--- src/page_table_presence_walk_assert.svh ---
// Assertion macros for the page table presence walker.
// Included by the modules that check their own logic; define ASSERT_OFF to drop them.
`ifndef PAGE_TABLE_PRESENCE_WALK_ASSERT_SVH
`define PAGE_TABLE_PRESENCE_WALK_ASSERT_SVH

`ifndef ASSERT_OFF
`define PTPW_ASSERT_ALWAYS(label, clk, rst, expr) \
   label: assert property (@(posedge clk) disable iff (rst) (expr)) \
      else $error("assertion failed");
`define PTPW_ASSERT_IMPLIES(label, clk, rst, ante, cons) \
   label: assert property (@(posedge clk) disable iff (rst) (ante) |-> (cons)) \
      else $error("assertion failed");
`define PTPW_ASSERT_NEXT(label, clk, rst, ante, cons) \
   label: assert property (@(posedge clk) disable iff (rst) (ante) |=> (cons)) \
      else $error("assertion failed");
`else
`define PTPW_ASSERT_ALWAYS(label, clk, rst, expr)
`define PTPW_ASSERT_IMPLIES(label, clk, rst, ante, cons)
`define PTPW_ASSERT_NEXT(label, clk, rst, ante, cons)
`endif

`endif

--- src/ptpw_pkg.sv ---
// Shared types and constants of the page table presence walker.
// No dependencies; used by ptpw_front, ptpw_queue and the top level.
package ptpw_pkg;

   localparam int unsigned ADDR_W  = 52;
   localparam int unsigned VADDR_W = 48;
   localparam int unsigned ENTRY_W = 64;
   localparam int unsigned PPN_W   = 36;

   // input kinds
   localparam logic KIND_LOOKUP = 1'b0;
   localparam logic KIND_ENTRY  = 1'b1;

   // result kinds
   localparam logic RESULT_READ   = 1'b0;
   localparam logic RESULT_ANSWER = 1'b1;

   // page size codes
   localparam logic [1:0] SIZE_4K   = 2'd0;
   localparam logic [1:0] SIZE_2M   = 2'd1;
   localparam logic [1:0] SIZE_1G   = 2'd2;
   localparam logic [1:0] SIZE_NONE = 2'd3;

   // walk levels
   localparam logic [1:0] LEVEL_TOP    = 2'd0;
   localparam logic [1:0] LEVEL_SECOND = 2'd1;
   localparam logic [1:0] LEVEL_THIRD  = 2'd2;
   localparam logic [1:0] LEVEL_LAST   = 2'd3;

   localparam int unsigned BIT_PRESENT   = 0;
   localparam int unsigned BIT_PAGE_SIZE = 7;

   // queue between front and back
   localparam int unsigned QUEUE_DEPTH = 2;
   localparam int unsigned QUEUE_PTR_W = 1;
   localparam int unsigned QUEUE_CNT_W = 2;

   typedef struct packed {
      logic [1:0]        size_code;
      logic              mapped;
      logic [ADDR_W-1:0] read_addr;
      logic              result_kind;
   } result_type;

endpackage

--- src/ptpw_front.sv ---
// Front part of the walker: accepts request words, keeps the walk state
// and classifies each word into a read request, an answer or nothing. Uses ptpw_pkg.
`include "page_table_presence_walk_assert.svh"

module ptpw_front (
   input  logic                         clock,
   input  logic                         reset,
   input  logic                         req_tvalid,
   output logic                         req_tready,
   input  logic                         req_kind,
   input  logic [ptpw_pkg::VADDR_W-1:0] req_virt_addr,
   input  logic [ptpw_pkg::ENTRY_W-1:0] req_entry_data,
   input  logic [ptpw_pkg::ADDR_W-1:0]  root_table_base,
   input  logic                         queue_full,
   output logic                         push,
   output ptpw_pkg::result_type         push_data
);

   logic [ptpw_pkg::PPN_W-1:0] ppn_ff, ppn_in;
   logic [1:0]                 level_ff, level_in;
   logic                       busy_ff, busy_in;
   logic                       accept;

   // entry address: table is 4K aligned and index*8 stays below 4K, so no add
   function automatic logic [ptpw_pkg::ADDR_W-1:0] entry_addr(
      input logic [ptpw_pkg::ADDR_W-1:0] table_base,
      input logic [ptpw_pkg::PPN_W-1:0]  ppn,
      input logic [1:0]                  level
   );
      logic [8:0] idx;
      case (level)
         ptpw_pkg::LEVEL_TOP:    idx = ppn[35:27];
         ptpw_pkg::LEVEL_SECOND: idx = ppn[26:18];
         ptpw_pkg::LEVEL_THIRD:  idx = ppn[17:9];
         ptpw_pkg::LEVEL_LAST:   idx = ppn[8:0];
         default:                idx = ppn[8:0];
      endcase
      return {table_base[ptpw_pkg::ADDR_W-1:12], idx, 3'b000};
   endfunction

   assign req_tready = !queue_full;
   assign accept     = req_tvalid && req_tready;

   always_comb begin
      ppn_in    = ppn_ff;
      level_in  = level_ff;
      busy_in   = busy_ff;
      push      = 1'b0;
      push_data = '0;
      if (accept) begin
         if (req_kind == ptpw_pkg::KIND_LOOKUP) begin
            // restart the walk from the top table
            ppn_in                = req_virt_addr[ptpw_pkg::VADDR_W-1:12];
            level_in              = ptpw_pkg::LEVEL_TOP;
            busy_in               = 1'b1;
            push                  = 1'b1;
            push_data.result_kind = ptpw_pkg::RESULT_READ;
            push_data.read_addr   = entry_addr(root_table_base,
                                               req_virt_addr[ptpw_pkg::VADDR_W-1:12],
                                               ptpw_pkg::LEVEL_TOP);
         end else if (busy_ff) begin
            push = 1'b1;
            if (!req_entry_data[ptpw_pkg::BIT_PRESENT]) begin
               push_data.result_kind = ptpw_pkg::RESULT_ANSWER;
               push_data.mapped      = 1'b0;
               push_data.size_code   = ptpw_pkg::SIZE_NONE;
            end else if (level_ff == ptpw_pkg::LEVEL_SECOND &&
                         req_entry_data[ptpw_pkg::BIT_PAGE_SIZE]) begin
               push_data.result_kind = ptpw_pkg::RESULT_ANSWER;
               push_data.mapped      = 1'b1;
               push_data.size_code   = ptpw_pkg::SIZE_1G;
            end else if (level_ff == ptpw_pkg::LEVEL_THIRD &&
                         req_entry_data[ptpw_pkg::BIT_PAGE_SIZE]) begin
               push_data.result_kind = ptpw_pkg::RESULT_ANSWER;
               push_data.mapped      = 1'b1;
               push_data.size_code   = ptpw_pkg::SIZE_2M;
            end else if (level_ff == ptpw_pkg::LEVEL_LAST) begin
               push_data.result_kind = ptpw_pkg::RESULT_ANSWER;
               push_data.mapped      = 1'b1;
               push_data.size_code   = ptpw_pkg::SIZE_4K;
            end else begin
               // descend one level
               level_in              = level_ff + 2'd1;
               push_data.result_kind = ptpw_pkg::RESULT_READ;
               push_data.read_addr   = entry_addr(req_entry_data[ptpw_pkg::ADDR_W-1:0],
                                                  ppn_ff, level_ff + 2'd1);
            end
            if (push_data.result_kind == ptpw_pkg::RESULT_ANSWER) begin
               busy_in  = 1'b0;
               level_in = ptpw_pkg::LEVEL_TOP;
            end
         end
      end
   end

   always_ff @(posedge clock) begin
      if (reset) begin
         ppn_ff   <= '0;
         level_ff <= ptpw_pkg::LEVEL_TOP;
         busy_ff  <= 1'b0;
      end else begin
         ppn_ff   <= ppn_in;
         level_ff <= level_in;
         busy_ff  <= busy_in;
      end
   end

   `PTPW_ASSERT_NEXT(a_answer_ends_walk, clock, reset,
      push && push_data.result_kind == ptpw_pkg::RESULT_ANSWER, !busy_ff)
   `PTPW_ASSERT_NEXT(a_lookup_starts_walk, clock, reset,
      accept && req_kind == ptpw_pkg::KIND_LOOKUP,
      busy_ff && level_ff == ptpw_pkg::LEVEL_TOP)
   `PTPW_ASSERT_IMPLIES(a_idle_at_top, clock, reset,
      !busy_ff, level_ff == ptpw_pkg::LEVEL_TOP)

endmodule

--- src/ptpw_queue.sv ---
// Back part of the walker: a two-entry queue of result words that drives
// the result channel and lets the front run while the receiver stalls. Uses ptpw_pkg.
`include "page_table_presence_walk_assert.svh"

module ptpw_queue (
   input  logic                 clock,
   input  logic                 reset,
   input  logic                 push,
   input  ptpw_pkg::result_type push_data,
   output logic                 full,
   output logic                 out_valid,
   input  logic                 out_ready,
   output ptpw_pkg::result_type out_data
);

   ptpw_pkg::result_type mem [ptpw_pkg::QUEUE_DEPTH];

   logic [ptpw_pkg::QUEUE_PTR_W-1:0] wr_ptr_ff, wr_ptr_in;
   logic [ptpw_pkg::QUEUE_PTR_W-1:0] rd_ptr_ff, rd_ptr_in;
   logic [ptpw_pkg::QUEUE_CNT_W-1:0] count_ff, count_in;
   logic                             pop;

   assign full      = count_ff == ptpw_pkg::QUEUE_CNT_W'(ptpw_pkg::QUEUE_DEPTH);
   assign out_valid = count_ff != '0;
   assign pop       = out_valid && out_ready;
   assign out_data  = mem[rd_ptr_ff];

   always_comb begin
      wr_ptr_in = push ? wr_ptr_ff + 1'b1 : wr_ptr_ff;
      rd_ptr_in = pop  ? rd_ptr_ff + 1'b1 : rd_ptr_ff;
      count_in  = count_ff;
      if (push && !pop) begin
         count_in = count_ff + 1'b1;
      end else if (pop && !push) begin
         count_in = count_ff - 1'b1;
      end
   end

   always_ff @(posedge clock) begin
      if (push) begin
         mem[wr_ptr_ff] <= push_data;
      end
   end

   always_ff @(posedge clock) begin
      if (reset) begin
         wr_ptr_ff <= '0;
         rd_ptr_ff <= '0;
         count_ff  <= '0;
      end else begin
         wr_ptr_ff <= wr_ptr_in;
         rd_ptr_ff <= rd_ptr_in;
         count_ff  <= count_in;
      end
   end

   `PTPW_ASSERT_ALWAYS(a_count_bound, clock, reset,
      count_ff <= ptpw_pkg::QUEUE_CNT_W'(ptpw_pkg::QUEUE_DEPTH))
   `PTPW_ASSERT_IMPLIES(a_no_push_when_full, clock, reset, push, !full)
   `PTPW_ASSERT_ALWAYS(a_ptr_gap, clock, reset,
      (wr_ptr_ff == rd_ptr_ff) == (count_ff == '0 || full))

endmodule

--- src/page_table_presence_walk.sv ---
// Top level of the four-level page table presence walker.
// Holds the table base register and joins ptpw_front and ptpw_queue. Uses ptpw_pkg.
//
// Channels:
//   req_*  : one word per cycle while req_tready is high; tuser selects a lookup
//            (0, virtual address in tdata[47:0]) or a returned table entry (1, entry in tdata[111:48]).
//   rsp_*  : read requests (tuser 0, address in tdata[51:0]) and final answers
//            (tuser 1, mapped in tdata[52], page size in tdata[54:53]).
//   csr_*  : write of the table base; taken at once, bits 11..0 ignored.
// Each request word is classified in the cycle it is accepted; its result
// word is written into a two-entry queue and offered on rsp_* from there.
// Throughput is one word per cycle while the queue is not full, set by the single
// classify stage in the front. A table entry that arrives with no walk in
// progress yields no result; a lookup during a walk abandons that walk.
// Reset clears the walk state, the queue and the table base. When the
// receiver stalls, up to two result words wait in the queue and req_tready
// drops only once both entries are taken.
module page_table_presence_walk (
   input  logic          clock,
   input  logic          reset,
   input  logic          req_tvalid,
   output logic          req_tready,
   input  logic [111:0]  req_tdata,   // virt_addr[47:0], entry_data[111:48]
   input  logic          req_tuser,   // kind[0]
   output logic          rsp_tvalid,
   input  logic          rsp_tready,
   output logic [55:0]   rsp_tdata,   // read_addr[51:0], mapped[52], size_code[54:53], zero[55]
   output logic          rsp_tuser,   // result_kind[0]
   input  logic          csr_valid,
   output logic          csr_ready,
   input  logic [51:0]   csr_data
);

   logic [ptpw_pkg::ADDR_W-1:0] root_ff, root_in;
   logic                        queue_full;
   logic                        push;
   ptpw_pkg::result_type        push_data;
   ptpw_pkg::result_type        out_data;

   assign csr_ready = 1'b1;
   assign root_in   = (csr_valid && csr_ready) ? csr_data : root_ff;

   always_ff @(posedge clock) begin
      if (reset) begin
         root_ff <= '0;
      end else begin
         root_ff <= root_in;
      end
   end

   ptpw_front u_front (
      .clock           (clock),
      .reset           (reset),
      .req_tvalid      (req_tvalid),
      .req_tready      (req_tready),
      .req_kind        (req_tuser),
      .req_virt_addr   (req_tdata[47:0]),
      .req_entry_data  (req_tdata[111:48]),
      .root_table_base (root_ff),
      .queue_full      (queue_full),
      .push            (push),
      .push_data       (push_data)
   );

   ptpw_queue u_queue (
      .clock     (clock),
      .reset     (reset),
      .push      (push),
      .push_data (push_data),
      .full      (queue_full),
      .out_valid (rsp_tvalid),
      .out_ready (rsp_tready),
      .out_data  (out_data)
   );

   assign rsp_tuser = out_data.result_kind;
   assign rsp_tdata = {1'b0, out_data.size_code, out_data.mapped, out_data.read_addr};

endmodule
--- config.mk ---
export PLATFORM = sky130hd
export DESIGN_NAME = page_table_presence_walk
export DESIGN_NICKNAME = d
export VERILOG_FILES = /design/src/ptpw_pkg.sv /design/src/ptpw_front.sv /design/src/ptpw_queue.sv /design/src/page_table_presence_walk.sv
export VERILOG_INCLUDE_DIRS = /design/src /design/src/src
export SDC_FILE = /design/constraint.sdc
export NUM_CORES = 1
export LEC_CHECK = 0
export BUFFER_PORTS_ARGS = -buffer_cell sky130_fd_sc_hd__buf_2
export CELL_PAD_IN_SITES_DETAIL_PLACEMENT = 1
export CELL_PAD_IN_SITES_GLOBAL_PLACEMENT = 2
export CORE_MARGIN = 2
export CORE_UTILIZATION = 36
export DETAILED_ROUTE_END_ITERATION = 12
export PLACE_DENSITY = 0.85
export SYNTH_ARGS = -nofsm -noshare
export SYNTH_HDL_FRONTEND = slang
export SYNTH_SLANG_ARGS = --single-unit
export TNS_END_PERCENT = 100
--- constraint.sdc ---
create_clock -name clock -period 7.4 [get_ports clock]
set_clock_uncertainty 0.15 [all_clocks]
set_input_delay 0.37 -clock clock [delete_from_list [all_inputs] [get_ports clock]]
set_output_delay 0.37 -clock clock [all_outputs]
set_load 0.02 [all_outputs]
# ---- Yosys cells after proc, flatten, opt, wreduce, memory -nomap -nowiden
# Memory sizes are Yosys's and may differ from the RTL's. A register that Yosys moved wholly into a read port is not among the register bits.
# Index checks and enable logic that the tools add are counted.
dict set report word_totals {
  regBits 95
  input_bits 170
  mem_bits_rw 112
  output_inout_bits 60
  memories 1
  word_cells 79
}
dict set report op_classes {
  n_bitwise 1
  reduce_logical 14
  mux 39
  n_eq_ne 12
  n_addsub 5
}
# name words width rd rd_ports_with_merged_regs write_ports line
set mem_list {}
lappend mem_list {u_queue.mem 2 56 1 1 1 ptpw_queue.sv:16} ;# ptpw_pkg::result_type mem [ptpw_pkg::QUEUE_DEPTH];
# operator n
set ops {}
lappend ops {{52-bit 2-to-1 mux} 4}
lappend ops {{56-bit 2-to-1 mux} 2}
lappend ops {{53-bit 2-to-1 mux} 1}
lappend ops {{9-bit one-hot mux with 4 select lines} 1}
lappend ops {{1-bit 2-to-1 mux} 18}
lappend ops {{2-bit 2-to-1 mux} 9}
lappend ops {{3-bit 2-to-1 mux} 4}
lappend ops {{2-bit == test, second input constant} 5}
lappend ops {{3-bit inequality test, second input constant} 3}
lappend ops {{1-bit logical AND} 6}
lappend ops {{6-bit AND reduction} 1}
lappend ops {{2-bit by 1-bit adder with 2-bit output, second input constant} 2}
lappend ops {{2-bit by 1-bit == test with 1-bit output, second input constant} 2}
lappend ops {{2-bit nonzero test} 2}
lappend ops {{1-bit logical NOT} 3}
lappend ops {{3-bit by 2-bit inequality test with 1-bit output, second input constant} 1}
lappend ops {{1-bit adder, second input constant} 2}
lappend ops {{2-bit logical NOT} 1}
lappend ops {{2-bit by 1-bit inequality test with 1-bit output, second input constant} 1}
lappend ops {{2-bit AND reduction} 1}
lappend ops {{2-bit by 1-bit subtractor with 2-bit output, second input constant} 1}
lappend ops {{1-bit NOT} 1}

# ---- Longest topological paths before layout
# Gate-level depths: netlist (run 1).
dict set report logic_depth {
  depth_word 11
  depth_mapped 7
  mapped_depth_nobuf 7
}

# ---- By module
# From an unflattened synthesis (run 1), not the netlist that was laid out.
dict set report hier_totals {
  hier_cells 604
  hier_area_um2 8023.9
}
# module instances seq_area_each_um2 cells_each area_each_um2
set modules_own_cells {}
lappend modules_own_cells {ptpw_queue 1 3463.3 196 4262.8}
lappend modules_own_cells {page_table_presence_walk 1 1041.0 172 1889.3}
lappend modules_own_cells {ptpw_front 1 600.6 236 1871.8}

# ---- Least setup slack after synthesis (run 1)
# Ideal clock, no wire load.
dict set report synth_timing {
  kind {register to register}
  start {register u_queue.count_ff[1] (netlist name)}
  end {memory u_queue.mem[1][0] (netlist name), enable pin}
  path_stages_with_launch 5
  required_ns 6.834
  n_path_buf 0
  synth_period_minus_slack_ns 2.642
  setup_ns 0.416
  setup_slack_ns 4.758
  t_arrival_ns 2.076
  path_cell_list {dfxtp_1 -> nor2b_2 -> inv_1 -> and3_1 -> and2_1}
}
dict set report synth_between {
  elab_chain_cells 6
}
# item line
set synth_rtl {}
lappend synth_rtl {{start: declaration} ptpw_queue.sv:20} ;# logic [ptpw_pkg::QUEUE_CNT_W-1:0] count_ff, count_in;
lappend synth_rtl {{start signal: assignment} ptpw_queue.sv:53} ;# count_ff <= count_in;
lappend synth_rtl {{2-bit == test} ptpw_queue.sv:23} ;# assign full = count_ff == ptpw_pkg::QUEUE_CNT_W'(ptpw_pkg::QUEUE_DEPTH);
lappend synth_rtl {{1-bit logical NOT} ptpw_front.sv:41} ;# assign req_tready = !queue_full;
lappend synth_rtl {{1-bit logical AND} ptpw_front.sv:42} ;# assign accept = req_tvalid && req_tready;
lappend synth_rtl {{1-bit 2-to-1 mux} ptpw_front.sv:50} ;# if (accept) begin
lappend synth_rtl {{net push} page_table_presence_walk.sv:36} ;# logic push;
lappend synth_rtl {{1-bit 2-to-1 mux} ptpw_queue.sv:40} ;# if (push) begin
lappend synth_rtl {{1-bit 2-to-1 mux (not written as such)} ptpw_queue.sv:41} ;# mem[wr_ptr_ff] <= push_data;
lappend synth_rtl {{end: declaration} ptpw_queue.sv:16}
# The timed path passes the listed nets, and every way through them passes these cells.

==> reports/qor.csv, run 1 <==
metric,value,unit
yosys.area.top_type_share,0.417,
setup_viol,0,
synthTopCellsByCount,"106 x edfxtp_1, 75 x dfxtp_1, 53 x mux2_2",
clockBufferDepth,2,
core-area,0.0209,sq mm
post_cts_buffers,0,
setup_tns,0,ns
ioPinCount,230,
criticalPathCategory,reg2reg,
outcome,"complete, no violations",
cts_tree,built,
muxShareOfSynthArea,0.131,
ant_nets,0,
antenna_found_initial,2,
synth_edf_count,106,
grt_overflow_total,0,
firstDrtPassIters,7,
fillers,2226,
cts_made_buffers,17,
layout_setup_ws,4.71,ns
finalCriticalPeriod,2.69,ns
die_w,150,um
critical_path_peak_fanout,41,
holdCritPathClass,in2reg,
synth_xor_area_frac,0.00344,
synth_top_family_by_area,compound AO/OA/AOI/OAI gates,
start_util,0.365,
place.gp.congestion,0.784,
postCtsHoldBufs,0,
hpwlAfterDp,13.0,mm
seq_area_frac_synth,0.614,
crit_start,u_front.level_ff[0],
min-delay-start,csr_data[31],
drt_iter0_drc,425,
powerDensity,311,mW/mm^2
port_buffers,178,
htreeDepth,4,
die_h,150,um
synth_top_cells_by_area,"edfxtp_1 42%, dfxtp_1 20%, mux2_2 7.8%",
synth_area_leader_cell,edfxtp_1,
ys_ff_latch,181,
syn_avg_cell_area,13.1,sq um
clock_latency,0.44,ns
synth_async_sr_flop_share,0,
p_leak,3.64,nW
grt_max_degree,78,
fmax,371,MHz
dieArea,0.0224,sq mm
synthSimpleGateAreaFrac,0.0695,
pre_cts_ws,4.42,ns
ys_warn_count,0,
synthCells,584,
nets,901,
rsz0062_at_grt,false,
cts_root_buffer,clkbuf_16,
cp.arrival,2.82,ns
slew-limit-headroom,0.362,
ys.flop_type,edfxtp_1,
synth_cell_types,38,
vias,5489,
critPathRequiredTime,7.53,ns
reg2reg_from,u_front.level_ff[0],
detail_route.vias_per_cell,5.41,
ir_drop,0.000169,V
drc_errors,0,
clk_pin_slew,0.07,ns
synth-adder-area-share,0.00820,
grt_pass1_wl,31.3,mm
end_kind,flip-flop,
grt_pass1_vias,5590,
grt.total_usage,0.184,
area_growth,22.0,%
row_count,53,
period_share,0.364,
cap_violations,0,
post_drt_wl_per_cell,20.5,um
drive_gt1_frac,0.394,
synth_compound_area_frac,0.132,
yosysMostFrequentCell,edfxtp_1,
slew_violations,0,
post_cts_resized,0,
wl,20.8,mm
cp-start-kind,flip-flop,
cts.sinks,181,
hold_viol_final,0,
syn_area,0.00763,sq mm
tightest_slew,0.958,ns
cell families after synthesis:
logic type | after synthesis
XOR/XNOR | 3
AO/OA/AOI/OAI | 124
flip-flops | 181
multiplexers | 93
buffers and inverters | 74
AND/OR/NAND/NOR | 102
other | 2
adder cells (fa/ha/maj) | 5
routing by layer:
metal | GRT usage | share of wire
met1 | 0.230 | 0.42
met2 | 0.319 | 0.50
met3 | 0.0399 | 0.065
met4 | 0.0552 | 0.015
met5 | 0 | 0.00063
final timing paths:
check | endpoint | slack [ns] | cells past startpoint
hold reg to reg | u_front.ppn_ff[5] | 0.32 | 2
setup reg to reg | u_queue.mem[0][44] | 4.71 | 5
setup / recovery | u_queue.mem[0][44] | 4.71 | 5
hold / removal | root_ff[31] | 0.02 | 3
power breakdown:
group	switching (mW)	internal [mW]	leakage, nW	total [mW]
logic	0.458	0.263	1.68	0.721
clock network	0.439	0.523	0.312	0.962
registers	0.0363	1.17	1.64	1.21
total	0.933	1.96	3.64	2.89
cells in the final DEF, fill, tap and decap left out, types with 3 or more instances in the layout:
cell type	netlist	final
buf_2	10	178
edfxtp_1	106	106
dfxtp_1	75	74
mux2_2	53	53
nor2_1	45	45
a32o_1	40	40
mux2i_1	40	40
nand4_1	37	37
a21oi_1	31	31
o31ai_1	29	29
clkbuf_16	0	17
a222oi_1	9	9
buf_4	5	9
o31ai_2	7	7
inv_8	0	6
nand2b_1	5	5
ha_1	5	5
conb_1	2	5
inv_1	5	4
inv_2	2	3
xor2_1	3	3
clkinv_8	0	3
registers in the layout, summed over array words and instances, names as in the netlist, named ones only:
name,cells
u_queue.mem,106
root_ff,40
u_front.ppn_ff,27
u_front.level_ff,2
u_queue.count_ff,2
u_front.busy_ff,1
u_queue.rd_ptr_ff,1
u_queue.wr_ptr_ff,1
layout make-up:
type | instances | area (sq um) | share of cell area
Inverter | 7 | 26.3 | 0.00282
Clock buffer | 17 | 425 | 0.0457
Clock inverter | 15 | 211 | 0.0227
Sequential cell | 181 | 4690 | 0.503
Tap cell | 275 | 344 | 0.0370
Multi-Input combinational cell | 332 | 2660 | 0.285
Timing Repair Buffer | 187 | 958 | 0.103
Antenna cell | 1 | 2.50 | 0.000269
critical path, cell delays in order, from the launching register on:
cell	delay (ns)
dfxtp_1	0.40
inv_1	0.09
ha_1	0.37
o21ai_1	0.29
and3b_2	0.87
a32o_1	0.35
per-stage QoR:
stage	total power, mW	hold WS [ns]	instance area (sq um)	util	std cells
finish	2.89	0.0220	9310	0.446	1015
global route	3.01	0.0171	9310	0.446	1015
CTS	2.92	0.00273	9310	0.446	1014
detailed placement	1.96	0.312	8670	0.415	982
global placement	1.93	0.310	8670	0.415	982
floorplan	1.72	0.298	7640	-	587
Power figures use the tool's default switching activity.
==> inputs of run 2 (changes only) <==
--- a/config.mk
+++ b/config.mk
@@ -6,13 +6,14 @@
 export SDC_FILE = /design/constraint.sdc
 export NUM_CORES = 1
 export LEC_CHECK = 0
+export ABC_AREA = 1
 export BUFFER_PORTS_ARGS = -buffer_cell sky130_fd_sc_hd__buf_2
 export CELL_PAD_IN_SITES_DETAIL_PLACEMENT = 1
 export CELL_PAD_IN_SITES_GLOBAL_PLACEMENT = 2
 export CORE_MARGIN = 2
-export CORE_UTILIZATION = 36
+export CORE_UTILIZATION = 31
 export DETAILED_ROUTE_END_ITERATION = 12
-export PLACE_DENSITY = 0.85
+export PLACE_DENSITY = 0.79
 export SYNTH_ARGS = -nofsm -noshare
 export SYNTH_HDL_FRONTEND = slang
 export SYNTH_SLANG_ARGS = --single-unit
==> constraint.sdc (replaced) <==
create_clock -name clock -period 2.8 [get_ports clock]
set_clock_uncertainty 0.15 [all_clocks]
set_input_delay 0.14 -clock clock [delete_from_list [all_inputs] [get_ports clock]]
set_output_delay 0.14 -clock clock [all_outputs]
set_load 0.02 [all_outputs]
==> run 2 against run 1 <==
- synthesized area shrank 0.92%
- core utilization shrank 0.85 points
- cell count grew 33%
- global-route usage shrank 0.64 points
- critical endpoint is now rsp_tdata[10]
- largest power group unchanged
- die area grew 15%
==> reports/qor.csv, run 2 <==
metric,value,unit,change
outcome,"complete, no violations",,unchanged
fmax,442,MHz,
synthTopCellsByCount,"141 x nor2_1, 132 x nand2_1, 106 x edfxtp_1",,"was 106 x edfxtp_1, 75 x dfxtp_1, 53 x mux2_2"
ys_warn_count,0,,unchanged
synth_edf_count,106,,unchanged
grtUsageMet3,0.0369,,was 0.0399
clk_pin_slew,0.07,ns,about the same
grt_pass1_wl,35.5,mm,was 31.3 mm
firstDrtPassIters,4,,was 7
clock_latency,0.43,ns,was 0.44 ns
pwr-share-seq,0.442,,was 0.418
p_leak,4.49,nW,was 3.64 nW
synth_async_sr_flop_share,0,,unchanged
die_h,160,um,was 150 um
power_frac_comb,0.244,,was 0.249
setup_tns,0,ns,unchanged
ioPinCount,230,,unchanged
grt.total_usage,0.178,,was 0.184
cts_made_buffers,17,,unchanged
period_share,0.809,,
ant_nets,0,,unchanged
min-delay-start,req_tvalid,,was csr_data[31]
area_growth,39.4,%,was 22.0%
holdPathStages,6,,was 3
drc_errors,0,,unchanged
antenna_found_initial,2,,unchanged
syn_avg_cell_area,10.4,sq um,was 13.1 sq um
cp.arrival,1.97,ns,was 2.82 ns
yosysMostFrequentCell,nor2_1,,was edfxtp_1
final_common_cell,buf_2,,unchanged
nets,1187,,was 901
drive_gt1_frac,0.286,,was 0.394
ys.flop_type,edfxtp_1,,unchanged
cp-start-kind,flip-flop,,unchanged
end_kind,output port,,was flip-flop
core-area,0.0241,sq mm,was 0.0209 sq mm
htreeDepth,4,,unchanged
synth_area_leader_cell,edfxtp_1,,unchanged
slew-limit-headroom,0.494,,was 0.362
place.gp.congestion,0.702,,was 0.784
regMostFlops,u_queue.mem,,unchanged
seq_area_frac_synth,0.619,,was 0.614
final_util,0.437,,was 0.446
dieArea,0.0257,sq mm,was 0.0224 sq mm
p_clk_frac,0.314,,was 0.333
whs_endpoint,u_front.busy_ff,,was root_ff[31]
ir_drop,0.000323,V,was 0.000169 V
cts_tree,built,,unchanged
syn_area,0.00756,sq mm,was 0.00763 sq mm
setup_viol,0,,unchanged
die_w,160,um,was 150 um
reg2reg_from,u_front.level_ff[1],,was u_front.level_ff[0]
critical_path_peak_fanout,35,,was 41
grt_max_degree,44,,was 78
power.switching,2.32,mW,was 933 uW
synthCells,728,,was 584
hold_viol_final,0,,unchanged
largest_reg_flops,106,,unchanged
netSwitchingFraction,0.315,,was 0.323
wl,22.4,mm,was 20.8 mm
port_buffers,178,,unchanged
finalCriticalPeriod,2.26,ns,
reg_top3,"u_queue.mem (106), root_ff (40), u_front.ppn_ff (27)",,unchanged
criticalPathCategory,reg2out,,was reg2reg
multi_input_area,0.00255,sq mm,was 0.00266 sq mm
drt_iter0_drc,260,,was 425
cts.sinks,181,,unchanged
use_met2,0.321,,was 0.319
fillers,2781,,was 2226
synth_top_cells_by_area,"edfxtp_1 42%, dfxtp_1 20%, mux2_2 7.9%",,"was edfxtp_1 42%, dfxtp_1 20%, mux2_2 7.8%"
powerDensity,698,mW/mm^2,was 311 mW/mm^2
grt_use_met1,0.210,,was 0.230
rsz0062_at_grt,false,,unchanged
synth_cell_types,25,,was 38
detail_route.vias_per_cell,4.57,,was 5.41
layout_common_cells,"178 x buf_2, 139 x nor2_1, 132 x nand2_1",,"was 178 x buf_2, 106 x edfxtp_1, 74 x dfxtp_1"
post_cts_buffers,0,,unchanged
clockBufferDepth,2,,unchanged
cap_violations,0,,unchanged
slew_violations,0,,unchanged
area.sequential,0.00469,sq mm,unchanged
grt_overflow_total,0,,unchanged
r2r_setup_slack,0.61,ns,was 4.71 ns
tightest_slew,0.759,ns,was 0.958 ns
grt_pass1_vias,6683,,was 5590
holdCritPathClass,in2reg,,unchanged
hpwlAfterDp,13.6,mm,was 13.0 mm
yosys.area.top_type_share,0.421,,was 0.417
vias,6169,,was 5489
row_count,57,,was 53
ff2ff_path_depth,8,,was 5
internal-power,5.04,mW,was 1.96 mW
post_drt_wl_per_cell,16.6,um,was 20.5 um
cts_root_buffer,clkbuf_16,,unchanged
start_util,0.314,,was 0.365
top_usage_layer,met2,,unchanged
critPathRequiredTime,2.51,ns,was 7.53 ns
ys_ff_latch,181,,unchanged
rr_endpoint,u_queue.mem[1][25],,was u_queue.mem[0][44]
-- run 2: changes by cell type after synthesis, sizes merged, moves of 14 or more --
cell	previous run	this run
nor2	45	144
nand2	2	137
mux2i	40	0
nand4	37	0
a21oi	31	17
o21ai	3	78
a32o	40	0
clkbuf	39	19
o31ai	36	0
nand3	0	44
-- run 2: how the worst max path moves through the flow --
stage | cells past startpoint | slack (ns) | to
4_1_cts | 3 | 0.47 | rsp_tdata[10]
2_1_floorplan | 6 | 0.06 | u_queue.mem[1][0]
3_5_place_dp | 8 | 0.61 | u_queue.mem[1][25]
6_report | 3 | 0.54 | rsp_tdata[10]
3_3_place_gp | 8 | 0.66 | u_queue.mem[1][40]
5_1_grt | 8 | 0.42 | u_queue.mem[1][26]
-- run 2: worst max-delay path, cell delays in order, from the launching register on --
cell and delay [ns]:
dfxtp_2 0.66, buf_12 0.31, mux2_2 0.38, buf_2 0.17
-- run 2: what timing repair did --
action	in CTS	in global routing
hold endpoints to repair	175	0
resized for setup	0	0
hold buffers	120	0
-- run 2: power by group through the flow --
| stage | Sequential, mW | Combinational [mW] | Clock, mW |
|---|---|---|---|
| 2_1_floorplan | 3.25 | 1.14 | 0 |
| 3_3_place_gp | 3.30 | 1.66 | 0 |
| 3_5_place_dp | 3.31 | 1.67 | 0 |
| 4_1_cts | 3.25 | 1.81 | 2.38 |
| 5_1_grt | 3.29 | 1.95 | 2.47 |
| 6_report | 3.25 | 1.79 | 2.31 |
-- run 2: final cells by class --
| class | instances | area share |
|---|---|---|
| clock buffers | 17 | 0.0404 |
| repair buffers | 311 | 0.216 |
| multi-input cells | 486 | 0.242 |
| clock inverters | 15 | 0.0132 |
| well taps | 324 | 0.0385 |
| flip-flops and latches | 181 | 0.445 |
| inverters | 15 | 0.00534 |
| diodes | 1 | 0.000237 |
-- run 2: kinds of logic after synthesis --
group           after synthesis  synth area share
flops                       181             0.619
fa+ha+maj                     5           0.00827
simple gates                327             0.181
xor+xnor                      1           0.00116
buf+inv                      64            0.0472
other cells                   2          0.000993
mux                          53            0.0789
compound gates               95            0.0634
-- run 2: layer usage --
metal / part of all wire / vias to the layer above
li1: - / 3015
met1: 0.44 / 2979
met2: 0.50 / 143
met3: 0.038 / 30
met4: 0.019 / 2
met5: 0.00071 / -
-- run 2: stage by stage --
stage	instances	hold WS, ns	total power, mW	instance area (sq um)	setup slack [ns]
after global routing	1349	0.0726	7.71	10500	0.421
final	1350	0.0563	7.36	10500	0.535
after global placement	1197	0.207	4.95	8770	0.657
after detailed placement	1197	0.206	4.99	8770	0.611
after CTS	1349	0.0356	7.45	10500	0.467
after floorplan	731	0.125	4.39	7580	0.0619
